## config.mk

```make
export PLATFORM = sky130hd
export DESIGN_NAME = bsm_queue
export DESIGN_NICKNAME = d
export VERILOG_FILES = /design/src/rtl/bsm_pkg.sv /design/src/rtl/bsm_queue.sv
export SDC_FILE = /design/constraint.sdc
export NUM_CORES = 1
export LEC_CHECK = 0
export BUFFER_PORTS_ARGS = -buffer_cell sky130_fd_sc_hd__buf_2
export CORE_ASPECT_RATIO = 0.6
export CORE_UTILIZATION = 60
export CTS_CLUSTER_SIZE = 16
export DETAILED_ROUTE_END_ITERATION = 10
export PLACE_DENSITY = 0.87
export SLEW_MARGIN = 25
export SYNTH_ARGS = -nofsm -noshare
export SYNTH_HDL_FRONTEND = slang
export SYNTH_SLANG_ARGS = --single-unit
```

## constraint.sdc

```tcl
create_clock -name aclk -period 20.6 [get_ports aclk]
set_clock_uncertainty 0.1 [all_clocks]
set_input_delay 6.18 -clock aclk [delete_from_list [all_inputs] [get_ports aclk]]
set_output_delay 6.18 -clock aclk [all_outputs]
set_load 0.01 [all_outputs]
```

## src/rtl/bsm_pkg.sv

```systemverilog
// Shared widths, payload structs and queue sizing for the bounding sphere merge core.
// Used by every module under rtl/; depends on nothing.
package bsm_pkg;

    // Coordinate width; radii are one bit narrower
    localparam int COORD_WIDTH = 32;
    localparam int RAD_WIDTH   = COORD_WIDTH - 1;
    // Absolute centre offset needs one more bit than a coordinate
    localparam int OFF_WIDTH   = COORD_WIDTH + 1;
    // Squared distance, sum of three offset squares
    localparam int DIST_WIDTH  = 2 * OFF_WIDTH;
    // Integer square root of the squared distance
    localparam int ROOT_WIDTH  = OFF_WIDTH;
    // Shared multiplier size, split into two halves
    localparam int MUL_WIDTH   = OFF_WIDTH + 1;
    localparam int MUL_HALF    = MUL_WIDTH / 2;
    localparam int MUL_OUT     = 2 * MUL_WIDTH;
    // Signed width of a moved centre before clipping
    localparam int MOVE_WIDTH  = COORD_WIDTH + 2;

    // Fixed port field widths
    localparam int X_W        = 32;
    localparam int R_W        = 31;
    localparam int GROWTH_W   = 62;
    localparam int S_TDATA_W  = 256;
    localparam int M_TDATA_W  = 192;
    localparam int M_TUSER_W  = 3;

    // Queue between front and back
    localparam int QUEUE_DEPTH = 4;
    localparam int QUEUE_AW    = $clog2(QUEUE_DEPTH);
    localparam int QUEUE_CW    = $clog2(QUEUE_DEPTH + 1);

    // One accepted sphere pair
    typedef struct packed {
        logic [2:0][COORD_WIDTH-1:0] c1;
        logic [2:0][COORD_WIDTH-1:0] c2;
        logic [RAD_WIDTH-1:0]        r1;
        logic [RAD_WIDTH-1:0]        r2;
    } in_t;

    // Front payload while the squares are formed
    typedef struct packed {
        logic [2:0][COORD_WIDTH-1:0] c1;
        logic [2:0][COORD_WIDTH-1:0] c2;
        logic [2:0][OFF_WIDTH-1:0]   off;
        logic [2:0]                  neg;
        logic [RAD_WIDTH-1:0]        r1;
        logic [RAD_WIDTH-1:0]        r2;
        logic                        pick_one;
    } front_t;

    // Classified pair handed to the back
    typedef struct packed {
        logic [2:0][COORD_WIDTH-1:0] base;
        logic [2:0][OFF_WIDTH-1:0]   off;
        logic [2:0]                  neg;
        logic [RAD_WIDTH-1:0]        r1;
        logic [RAD_WIDTH-1:0]        r2;
        logic                        pick_one;
        logic                        enclosed;
        logic                        overlap;
    } item_t;

    typedef struct packed {
        item_t                 item;
        logic [DIST_WIDTH-1:0] dist2;
    } queue_t;

    // Finished merge
    typedef struct packed {
        logic [2:0][COORD_WIDTH-1:0] center;
        logic [RAD_WIDTH-1:0]        radius;
        logic [GROWTH_W-1:0]         growth;
        logic                        overlap;
        logic                        enclosed;
        logic                        saturated;
    } out_t;

endpackage

```

## src/rtl/bsm_queue.sv

```systemverilog
// Short flop queue between the front end and the back end.
// Depends on bsm_pkg for the entry type and depth.
module bsm_queue (
    input  logic            aclk,
    input  logic            aresetn,
    input  logic            push,
    input  bsm_pkg::queue_t push_data,
    output logic            full,
    input  logic            pop,
    output logic            empty,
    output bsm_pkg::queue_t head
);

    bsm_pkg::queue_t               mem_reg [bsm_pkg::QUEUE_DEPTH];
    logic [bsm_pkg::QUEUE_AW-1:0]  wr_ptr_reg, rd_ptr_reg;
    logic [bsm_pkg::QUEUE_CW-1:0]  count_reg, count_next;

    assign full  = count_reg == bsm_pkg::QUEUE_CW'(bsm_pkg::QUEUE_DEPTH);
    assign empty = count_reg == '0;
    assign head  = mem_reg[rd_ptr_reg];

    always_comb begin
        count_next = count_reg;
        if (push && !pop) begin
            count_next = count_reg + 1'b1;
        end else if (pop && !push) begin
            count_next = count_reg - 1'b1;
        end
    end

    // Pointers and fill count
    always_ff @(posedge aclk) begin
        if (!aresetn) begin
            wr_ptr_reg <= '0;
            rd_ptr_reg <= '0;
            count_reg  <= '0;
        end else begin
            if (push) begin
                wr_ptr_reg <= wr_ptr_reg + 1'b1;
            end
            if (pop) begin
                rd_ptr_reg <= rd_ptr_reg + 1'b1;
            end
            count_reg <= count_next;
        end
    end

    always_ff @(posedge aclk) begin
        if (push) begin
            mem_reg[wr_ptr_reg] <= push_data;
        end
    end

endmodule

```

==> out/results.ini <==
[clock_tree]
cts.repair.resized = 0
worst_skew_pair.late_latency_ns = 0.71
clk_path_buf_depth = 3
numClockSinks = 1325
cts_tree = yes
postCtsHoldBufs = 0
clk_pin_slew_ns = 0.07
cts_setup_buffers = 0
cts-root-buf = clkbuf_16
cts_made_buffers = 110
htree_levels = 3

[timing]
fin_hold_ws_ns = 0.4853
fin_ws_ns = 9.445
rsz0062_at_grt = false
worstMarginPinSlew_ns = 1.156
max_freq_mhz = 89.64
min_period_over_period_pct = 54.15
finalCriticalPeriod_ns = 11.16
fin_setup_tns_ns = 0
setup_viol = 0
hold_viol_final = 0
slew_viol_final = 0
slew_headroom_pct = 22.96

[critical_path]
worstRegToRegCells = 5
worst_setup_path_start_kind = register
arrival_ns = 4.88
crit_top_cell = buf_4
r2r_slack_ns = 16.81
worstSetupPathType = register to output pin
crit_fanout = 50
cp_slowest_cell = buf_4
path_delay_family = buffers and inverters
cp.required_ns = 14.32
slowest_delay_ns = 0.82
cp_num_cells = 6
crit_path_end_kind = output pin
critPathBufInv = 5
path_cells = buf_12 -> buf_4 -> buf_4 -> buf_4 -> mux4_2 -> buf_2

[global_route]
grt.overflow.total = 0
grt_pass1_wl_mm = 159.1
grt_max_degree = 147
grt_pass1_vias = 23750
grt_antenna_before_repair = 14
grtUsageTotal_pct = 27.08

[layout]
layout.nets = 2828
final_cell_area_mm2 = 0.05575
nFillCells = 4358
multiInputGateArea_mm2 = 0.007670
areaGrowthSynthToFinish_pct = 15.53
final_layout_size_suffix_gt1_share_pct = 45.63
largest_reg_flops = 1316
regArea_mm2 = 0.03971

[pwr]
leakage_nw = 18.53
power_density_mw_per_mm2 = 102.9
ir_drop_uv = 138.6
power_w = 0.005739

[routing]
drc = 0
vias = 22790
ant_nets = 0
wire_per_inst_um = 30.14
drt-total-wl_mm = 110.1
drt_iter0_drc = 2588
drtPass1Iterations = 5
vias_per_cell = 6.238

[hold_path]
hp-class = register to register
whs_path_depth = 2

[logic_synthesis]
ys_types = 23
synth_async_sr_flop_share_pct = 0
syn_inst = 1762
yosys_warnings = 0
netlist.area_leader.share_pct = 81.89
syn_area_mm2 = 0.04826
synth-seq-cells = 1325
synth_common_cells = edfxtp_1, mux4_2, buf_12, buf_2
ys_seq_area_share_pct = 82.26
synth_edf_count = 1316
synth_most_common_cell = edfxtp_1
avgSynthCellArea_um2 = 27.39
synth_area_leaders = edfxtp_1, mux4_2, buf_12, dfxtp_1, buf_2
yosysTopAreaCell = edfxtp_1
syn_nets = 2101
synth_ff_type = edfxtp_1

[floorplanning]
io-pin-count = 664
row_count = 80
chipHeight_um = 221.7
die_w_um = 368.1
start_util_pct = 60.64
die_area_mm2 = 0.08161
placeableCoreArea_mm2 = 0.07958

[placement]
dpl.hpwl_mm = 64.77
place_ws_ns = 9.904
portBuffers = 663
gp_congestion = 0.8769
post_dp_cell_area_mm2 = 0.05228

[run]
max_cap_viol_count = 0

[status]
status = finished, final reports clean

[power breakdown]
part	switching [W]	leakage, nW	internal [W]
clock network	0.000938	1.66	0.00108
registers	0.0000461	12.2	0.00310
logic	0.000324	4.70	0.000245
[final timing paths]
check / start / to
setup reg to reg: wr_ptr_reg[0] / mem_reg[2][54]
hold reg to reg: wr_ptr_reg[1] / wr_ptr_reg[1]
hold / removal: wr_ptr_reg[1] / wr_ptr_reg[1]
setup / recovery: register / head[260]
[routing by layer]
layer	GRT usage, %	vias to the layer above	wire (µm)
li1	-	9136	-
met2	46.91	1449	58730
met1	34.88	11990	38620
met5	0	-	38
met4	7.670	6	3048
met3	5.959	212	9706
[worst min-delay path, cell delays in order (launching register included)]
cell	delay [ns]
dfxtp_1	0.35
mux2i_1	0.14
nor2b_1	0.06
[layout make-up]
class                      count  share of cell area, %
sequential                  1325                  71.22
clock buffer                 142                  5.206
multi-input combinational    359                  13.76
antenna                       11                0.04937
timing repair buffer         689                  6.456
tap                         1066                  2.392
clock inverter                58                 0.8954
inverter                       4                0.02693
[placed cells by master (no fill, tap or decap), types with 4 or more instances in the layout]
cell	instances
and2_1	5
and2_4	4
buf_12	5
buf_2	663
buf_4	19
bufinv_16	7
clkbuf_1	29
clkbuf_16	110
clkinv_1	19
clkinv_2	21
clkinvlp_4	4
dfxtp_1	7
diode_2	11
edfxtp_1	1316
ha_1	5
inv_1	4
mux4_2	329
[through the flow]
step,instances,util (%)
final,3654,70.06
after detailed placement,3441,65.70
after global placement,3440,65.66
after floorplan,1762,-
after CTS,3641,69.97
after global routing,3651,70.05
[kinds of logic (layout without fill, tap and decap cells)]
kind of cell             after synthesis  count (layout)  share of synthesized area, %
flip-flops                          1325            1325                         82.26
adder cells (fa/ha/maj)                6               6                        0.1711
multiplexers                         331             331                         15.40
AND/OR/NAND/NOR                       15              15                        0.1893
XOR/XNOR                               5               5                       0.09076
other                                  0              11                             0
AO/OA/AOI/OAI                          2               2                       0.02592
buffers and inverters                 78             893                         1.867
Power figures use the tool's default switching activity.
